**config.mk**
```make
export PLATFORM = sky130hd
export DESIGN_NAME = rtcm_seq
export DESIGN_NICKNAME = d
export VERILOG_FILES = /design/src/hw/rtl/rtcm_pkg.sv /design/src/hw/rtl/rtcm_seq.sv
export SDC_FILE = /design/constraint.sdc
export NUM_CORES = 1
export LEC_CHECK = 0
export BUFFER_PORTS_ARGS = -buffer_cell sky130_fd_sc_hd__buf_2
export CAP_MARGIN = 20
export CORE_MARGIN = 5
export CORE_UTILIZATION = 47
export CTS_CLUSTER_SIZE = 12
export DETAILED_ROUTE_END_ITERATION = 10
export PLACE_DENSITY = 0.77
export SKIP_CTS_REPAIR_TIMING = 1
export SLEW_MARGIN = 20
export SYNTH_ARGS = -nofsm -noshare
export SYNTH_HDL_FRONTEND = slang
export SYNTH_SLANG_ARGS = --single-unit
```
**constraint.sdc**
```tcl
create_clock -name aclk -period 2.75 [get_ports aclk]
set_input_delay 0.275 -clock aclk [delete_from_list [all_inputs] [get_ports aclk]]
set_output_delay 0.275 -clock aclk [all_outputs]
set_load 0.005 [all_outputs]
```
**src/hw/rtl/rtcm_pkg.sv**
```systemverilog
package rtcm_pkg;

    localparam int NODES_DEF   = 1024;
    localparam int VALUE_W_DEF = 32;

    localparam int KEY_W       = 21;
    localparam int DIGIT_W     = 3;
    localparam int LVL_W       = 3;
    localparam int TOP_LEVEL   = 6;
    localparam int COUNT_W     = 21;
    localparam int OUT_VALUE_W = 32;
    localparam int IN_VALUE_W  = 32;
    localparam int KIND_W      = 2;
    localparam int STATUS_W    = 2;

    localparam logic [KEY_W-1:0] TOP_KEY = 21'h10FFFF;

    localparam logic [KIND_W-1:0] KIND_LOOKUP = 2'd0;
    localparam logic [KIND_W-1:0] KIND_INSERT = 2'd1;
    localparam logic [KIND_W-1:0] KIND_REMOVE = 2'd2;

    localparam logic [STATUS_W-1:0] STATUS_OK    = 2'd0;
    localparam logic [STATUS_W-1:0] STATUS_RANGE = 2'd1;
    localparam logic [STATUS_W-1:0] STATUS_FULL  = 2'd2;

    typedef enum logic [1:0] {
        S_CLEAR,
        S_IDLE,
        S_WALK
    } seq_state_t;

    typedef struct packed {
        logic [COUNT_W-1:0]     entry_count;
        logic                   was_present;
        logic [STATUS_W-1:0]    status;
        logic [OUT_VALUE_W-1:0] value_out;
    } result_t;

    // 3-bit digit of the key for a trie level, level 6 at the top
    function automatic logic [DIGIT_W-1:0] digit_at(input logic [KEY_W-1:0] key,
                                                    input logic [LVL_W-1:0] lvl);
        logic [DIGIT_W-1:0] d;
        case (lvl)
            3'd0:    d = key[2:0];
            3'd1:    d = key[5:3];
            3'd2:    d = key[8:6];
            3'd3:    d = key[11:9];
            3'd4:    d = key[14:12];
            3'd5:    d = key[17:15];
            3'd6:    d = key[20:18];
            default: d = '0;
        endcase
        return d;
    endfunction

endpackage

```
**src/hw/rtl/rtcm_seq.sv**
```systemverilog
module rtcm_seq #(
    parameter int NODES   = 1024,
    parameter int VALUE_W = 32,
    localparam int NODE_W = $clog2(NODES),
    localparam int ADDR_W = NODE_W + 3,
    localparam int SLOT_W = (VALUE_W + 1 > NODE_W) ? VALUE_W + 1 : NODE_W
) (
    input  logic                                aclk,
    input  logic                                aresetn,
    input  logic                                in_valid,
    output logic                                in_ready,
    input  logic [rtcm_pkg::KIND_W-1:0]         in_kind,
    input  logic [rtcm_pkg::KEY_W-1:0]          in_key,
    input  logic [rtcm_pkg::IN_VALUE_W-1:0]     in_value,
    output logic                                mem_we,
    output logic [ADDR_W-1:0]                   mem_waddr,
    output logic [SLOT_W-1:0]                   mem_wdata,
    output logic                                mem_re,
    output logic [ADDR_W-1:0]                   mem_raddr,
    input  logic [SLOT_W-1:0]                   mem_rdata,
    input  logic                                out_free,
    output logic                                res_valid,
    output rtcm_pkg::result_t                   res
);
    import rtcm_pkg::*;

    localparam int DEPTH = NODES * 8;
    localparam int NF_W  = $clog2(NODES + 1);
    localparam int CP_W  = (VALUE_W < 32) ? VALUE_W : 32;

    seq_state_t               state_reg, state_next;
    logic [ADDR_W-1:0]        clr_reg, clr_next;
    logic [KIND_W-1:0]        kind_reg, kind_next;
    logic [KEY_W-1:0]         key_reg, key_next;
    logic [IN_VALUE_W-1:0]    val_reg, val_next;
    logic                     range_reg, range_next;
    logic [NODE_W-1:0]        node_reg, node_next;
    logic [LVL_W-1:0]         lvl_reg, lvl_next;
    logic [NF_W-1:0]          nf_reg, nf_next;
    logic [COUNT_W-1:0]       count_reg, count_next;

    logic [DIGIT_W-1:0]       dig_cur, dig_down;
    logic                     child_ok;
    logic [NODE_W-1:0]        child;
    logic                     was;
    logic [VALUE_W-1:0]       val_w;

    always_ff @(posedge aclk) begin
        if (!aresetn) begin
            state_reg <= S_CLEAR;
            clr_reg   <= '0;
            nf_reg    <= NF_W'(2);
            count_reg <= '0;
        end else begin
            state_reg <= state_next;
            clr_reg   <= clr_next;
            nf_reg    <= nf_next;
            count_reg <= count_next;
        end
    end

    always_ff @(posedge aclk) begin
        kind_reg  <= kind_next;
        key_reg   <= key_next;
        val_reg   <= val_next;
        range_reg <= range_next;
        node_reg  <= node_next;
        lvl_reg   <= lvl_next;
    end

    assign dig_cur  = digit_at(key_reg, lvl_reg);
    assign dig_down = digit_at(key_reg, lvl_reg - 3'd1);
    assign child_ok = ({1'b0, mem_rdata} < (SLOT_W + 1)'(NODES));
    assign child    = child_ok ? mem_rdata[NODE_W-1:0] : '0;
    assign was      = mem_rdata[VALUE_W];
    assign val_w    = VALUE_W'(val_reg[CP_W-1:0]);

    always_comb begin
        state_next = state_reg;
        clr_next   = clr_reg;
        kind_next  = kind_reg;
        key_next   = key_reg;
        val_next   = val_reg;
        range_next = range_reg;
        node_next  = node_reg;
        lvl_next   = lvl_reg;
        nf_next    = nf_reg;
        count_next = count_reg;
        in_ready   = 1'b0;
        mem_we     = 1'b0;
        mem_waddr  = clr_reg;
        mem_wdata  = '0;
        mem_re     = 1'b0;
        mem_raddr  = {NODE_W'(1), in_key[20:18]};
        res_valid  = 1'b0;
        res        = '0;

        case (state_reg)
            S_CLEAR: begin
                mem_we   = 1'b1;
                clr_next = clr_reg + 1'b1;
                if (clr_reg == ADDR_W'(DEPTH - 1)) begin
                    state_next = S_IDLE;
                end
            end
            S_IDLE: begin
                in_ready = 1'b1;
                if (in_valid) begin
                    // start the root read in the accept cycle
                    mem_re     = 1'b1;
                    kind_next  = in_kind;
                    key_next   = in_key;
                    val_next   = in_value;
                    range_next = (in_key > TOP_KEY);
                    node_next  = NODE_W'(1);
                    lvl_next   = LVL_W'(TOP_LEVEL);
                    state_next = S_WALK;
                end
            end
            S_WALK: begin
                if (range_reg) begin
                    if (out_free) begin
                        res_valid  = 1'b1;
                        res.status = STATUS_RANGE;
                        state_next = S_IDLE;
                    end
                end else if (lvl_reg != '0) begin
                    if (child != '0) begin
                        mem_re    = 1'b1;
                        mem_raddr = {child, dig_down};
                        node_next = child;
                        lvl_next  = lvl_reg - 3'd1;
                    end else if (kind_reg == KIND_INSERT) begin
                        if (nf_reg >= NF_W'(NODES)) begin
                            if (out_free) begin
                                res_valid  = 1'b1;
                                res.status = STATUS_FULL;
                                state_next = S_IDLE;
                            end
                        end else begin
                            // link a fresh node; its slots are known zero
                            mem_we    = 1'b1;
                            mem_waddr = {node_reg, dig_cur};
                            mem_wdata = SLOT_W'(nf_reg[NODE_W-1:0]);
                            mem_re    = 1'b1;
                            mem_raddr = {nf_reg[NODE_W-1:0], dig_down};
                            node_next = nf_reg[NODE_W-1:0];
                            nf_next   = nf_reg + 1'b1;
                            lvl_next  = lvl_reg - 3'd1;
                        end
                    end else if (out_free) begin
                        res_valid  = 1'b1;
                        res.status = STATUS_OK;
                        state_next = S_IDLE;
                    end
                end else if (out_free) begin
                    mem_waddr = {node_reg, dig_cur};
                    if (kind_reg == KIND_INSERT) begin
                        mem_we    = 1'b1;
                        mem_wdata = SLOT_W'({1'b1, val_w});
                        if (!was) begin
                            count_next = count_reg + 1'b1;
                        end
                    end else if (kind_reg == KIND_REMOVE) begin
                        mem_we = 1'b1;
                        if (was && count_reg != '0) begin
                            count_next = count_reg - 1'b1;
                        end
                    end else begin
                        res.value_out = OUT_VALUE_W'(mem_rdata[CP_W-1:0]);
                    end
                    res_valid       = 1'b1;
                    res.status      = STATUS_OK;
                    res.was_present = was;
                    state_next      = S_IDLE;
                end
            end
            default: begin
                state_next = S_IDLE;
            end
        endcase

        res.entry_count = count_next;
    end

    a_no_result_overrun: assert property (@(posedge aclk) disable iff (!aresetn)
        res_valid |-> out_free)
        else $error("result issued while output register is occupied");

    a_pool_bound: assert property (@(posedge aclk) disable iff (!aresetn)
        nf_reg <= NF_W'(NODES))
        else $error("node allocator passed the pool size");

    a_sink_untouched: assert property (@(posedge aclk) disable iff (!aresetn)
        (mem_we && state_reg != S_CLEAR) |-> (mem_waddr[ADDR_W-1:3] != '0))
        else $error("write to the sink node");

    a_count_on_result: assert property (@(posedge aclk) disable iff (!aresetn)
        (count_reg != $past(count_reg)) |-> $past(res_valid))
        else $error("entry count moved without a result");

    a_alloc_on_insert: assert property (@(posedge aclk) disable iff (!aresetn)
        (nf_reg != $past(nf_reg)) |-> ($past(kind_reg) == KIND_INSERT))
        else $error("node allocated outside an insert");

endmodule

```
==> summary.md <==
| Metric | Value |
|---|---|
| Worst path slowest cell | `or4_4` |
| Count of nets left with antenna violations after detail routing | `0` |
| Vias in the first global route | `6,098` |
| Routed via count divided by cell count | `5.841` |
| Critical path launch point type | `flip-flop` |
| Input/output buffers | `210` |
| Post-route fraction of the period consumed by the critical path | `110.7%` |
| Clock tree from TritonCTS | `built` |
| Number of antenna violations at the first check in global routing | `0` |
| Number of violations of the max-capacitance limit | `0` |
| Stage delay of the slowest cell on the critical path | `0.59 ns` |
| Launch point of the worst reg-to-reg path | `lvl_reg[1]` |
| Required time reported for the critical path endpoint | `2.48 ns` |
| Final Hold Viols | `0` |
| First-pass iteration count of the detailed router | `7` |
| Count of fill cells added during filler insertion | `1,081` |
| Commonest cells after routing, fill and taps aside | `171 x buf_2, 69 x edfxtp_1, 62 x buf_4` |
| # diodes | `0` |
| Post-synth EDFFs | `69` |
| Share of post-route cells with drive strength above 1 | `44.52%` |
| Starting Density | `47.52%` |
| Wire length per cell after detailed routing | `20.09 um` |
| Worst hold path class | `input pin to flip-flop` |
| Overall die width | `130.8 um` |
| Clock edge transition at the registers on the reported setup and hold paths | `0.06 ns` |
| Overall Global Routing Usage | `24.39%` |
| Post-synthesis instance area | `0.006854 mm^2` |
| Setup repair after global routing missed its margin | `true` |
| DR vias | `6,729` |
| Setup crit end | `res[53]` |
| Overall Power | `4997 uW` |
| Number of remaining DRC errors | `0` |
| Number of clock sinks | `116` |
| Startpoint of the worst setup timing path | `lvl_reg[1]` |
| Cts bufs inserted | `17` |
| IO Count | `211` |
| Count of mapped cells out of synthesis | `695` |
| Buffer depth of the longest clock path | `2` |
| Clock latency of the later-clocked register in the worst-skew pair | `0.42 ns` |
| Worst R2R Setup Slack | `0.31 ns` |
| Static Leakage | `0.004253 uW` |
| Chip Height | `130.8 um` |
| Finished Core Util | `69.05%` |
| Area share of the leading cell type in the synthesized netlist | `30.23%` |
| Number of core rows | `44` |
| Count of unique library cells instantiated by Yosys | `69` |
| DRT Wirelength | `23.14 mm` |
| Yosys warning total | `0` |
| Sequential element share of the synthesized area | `43.96%` |
| Maximum fanout count along the critical path | `4` |
| Clock period minus worst slack | `3.044 ns` |
| Global-route congestion overflow total | `0` |
| Transition at the pin with the smallest max-transition slack | `0.7442 ns` |
| Wire length of the first global-routing pass | `32.22 mm` |
| Crit-path cells | `inv_2 -> ha_4 -> ha_4 -> and4b_2 -> nand4_1 -> or4_4 -> a21oi_4 -> xor2_1 -> buf_2` |
| DP HPWL | `15.59 mm` |
| CTS HTree Levels | `4` |
| Commonest non-fill, non-tap cell in the layout | `buf_2` |
| Power per unit of standard cell area | `501.8 mW/mm^2` |
| Violation count after the first detailed-routing iteration | `826` |
| Number of nets in the final layout | `1,066` |
| Core region area | `0.01442 mm^2` |
| FMAX | `0.3285 GHz` |
| Most frequently used flop master after synthesis | `edfxtp_1` |
| Final standard cell count with taps included and fillers excluded | `1,152` |
| Setup Crit Path Kind | `flip-flop to output port` |
| Pin count of the biggest net entering global routing | `34` |
| Setup slack at placement | `0.07913 ns` |
| Root buffer cell | `clkbuf_16` |
| Capture instance of the worst register-to-register path | `nf_reg[7]` |
| Arrival time of the worst setup path | `2.77 ns` |
| Syn-to-layout area delta | `45.31%` |
| Share of synthesized flip-flops with an asynchronous set or reset | `0%` |
| Maximum vdd ir drop | `400.5 uV` |
| Synth Register Bits | `116` |
| Number of pins exceeding their max-slew limit in the final report | `0` |
| DP Cell Count | `1,081` |
| Gp weighted congestion | `0.9520` |
| Number of flip-flops in the largest register | `32` |
| Syn avg cell area | `9.862 um^2` |
| Die footprint | `0.01710 mm^2` |
| Violated checks | `setup timing` |
| Post-Syn Nets | `806` |
| FF-to-FF path depth | `9` |
| Cell with the most instances on the worst path | `ha_4` |
| Cell type contributing the most total cell area after synthesis | `edfxtp_1` |
| Result of the run | `finished with violations` |
| Endpoints failing setup | `51` |
| Max-slew headroom | `49.76%` |
| Post-layout worst setup margin | `-0.2942 ns` |
| Endpoint type of the worst setup path | `output port` |
| Clock skew after layout | `0.008081 ns` |
| Most area-consuming cells after synthesis | `edfxtp_1 30%, dfxtp_1 14%, ha_1 3.5%, and2_1 3.3%, mux2i_1 3.1%` |
## Yosys cell counts (3+ instances only)
cell type and count:
edfxtp_1 69, nand2_1 52, dfxtp_1 47, nor2_1 44
and2_1 36, clkbuf_1 35, and3_1 31, nand3_1 23
mux2i_1 21, a21oi_1 19, ha_1 19, inv_1 19
a22o_1 18, nand4_1 17, mux2_2 16, nand2b_1 15
xnor2_1 15, xor2_1 15, a22oi_1 13, nor2b_1 13
nor4_1 12, o21ai_0 12, nor3_1 11, buf_2 10
a222oi_1 9, or3_1 9, and4_1 8, o211ai_1 6
o21a_1 6, a21boi_0 5, a31oi_1 5, nor3b_1 4
a21oi_2 3, buf_6 3, nor4_2 3, o22ai_1 3
## metal layers
layer,global-route usage (%),wire length [um],vias up
li1,-,-,3108
met1,32.53,9410,3244
met2,39.24,11510,332
met3,6.545,1723,45
met4,6.957,501,0
met5,0,0,-
## how the worst min path moves through the flow
stage,startpoint,end,slack [ns],cells past startpoint
CTS,in_value[0],val_reg[0],0.01,1
floorplan,in_key[0],key_reg[0],0.37,0
global placement,in_value[7],val_reg[7],0.45,1
global route,in_key[13],key_reg[13],0.003,1
finish,in_value[7],val_reg[7],0.02,1
detailed placement,in_value[0],val_reg[0],0.45,1
## per-stage QoR
| stage | hold WS (ns) | TNS [ns] | instance area (um^2) |
|---|---|---|---|
| floorplan | 0.3739 | 0 | 6854 |
| global placement | 0.4513 | 0 | 8253 |
| detailed placement | 0.4531 | 0 | 8253 |
| CTS | 0.01056 | -20.12 | 8842 |
| global route | 0.002616 | -13.80 | 9960 |
| finish | 0.02342 | -6.269 | 9960 |
## power breakdown
part	total, uW	switching [uW]	internal (uW)
logic	657	375	283
clock network	2230	817	1420
registers	2110	80.9	2030
## kinds of logic (layout without fill, tap and decap cells)
group                    count (synthesis)  after routing  synth area share, %
buffers and inverters                   71            343                4.399
AND/OR/NAND/NOR                        297            298                24.88
multiplexers                            37             37                5.695
XOR/XNOR                                30             30                3.834
AO/OA/AOI/OAI                          125            125                13.76
flip-flops                             116            116                43.96
adder cells (fa/ha/maj)                 19             19                3.468
## final cells by class
type                            count  area, um^2  share of cell area [%]
Timing Repair Buffer              290        2071                   20.79
Sequential cell                   116        3013                   30.25
Clock buffer                       18       429.2                   4.309
Multi-Input combinational cell    509        3974                   39.90
Clock inverter                     14       160.2                   1.608
Inverter                           21       82.58                  0.8291
Tap cell                          184       230.2                   2.312
## critical path, delay by kind of cell, from the launching register on
family / cells / cell delay [ns]
AOI/OAI and AO/OA: 1 / 0.15
xor gates and xnor gates: 1 / 0.18
adders and majority gates: 2 / 0.30
buffers and inverters: 2 / 0.25
DFF: 1 / 0.41
and+or+nand+nor: 3 / 1.06
Note: power is estimated with default switching activity, not from simulation.
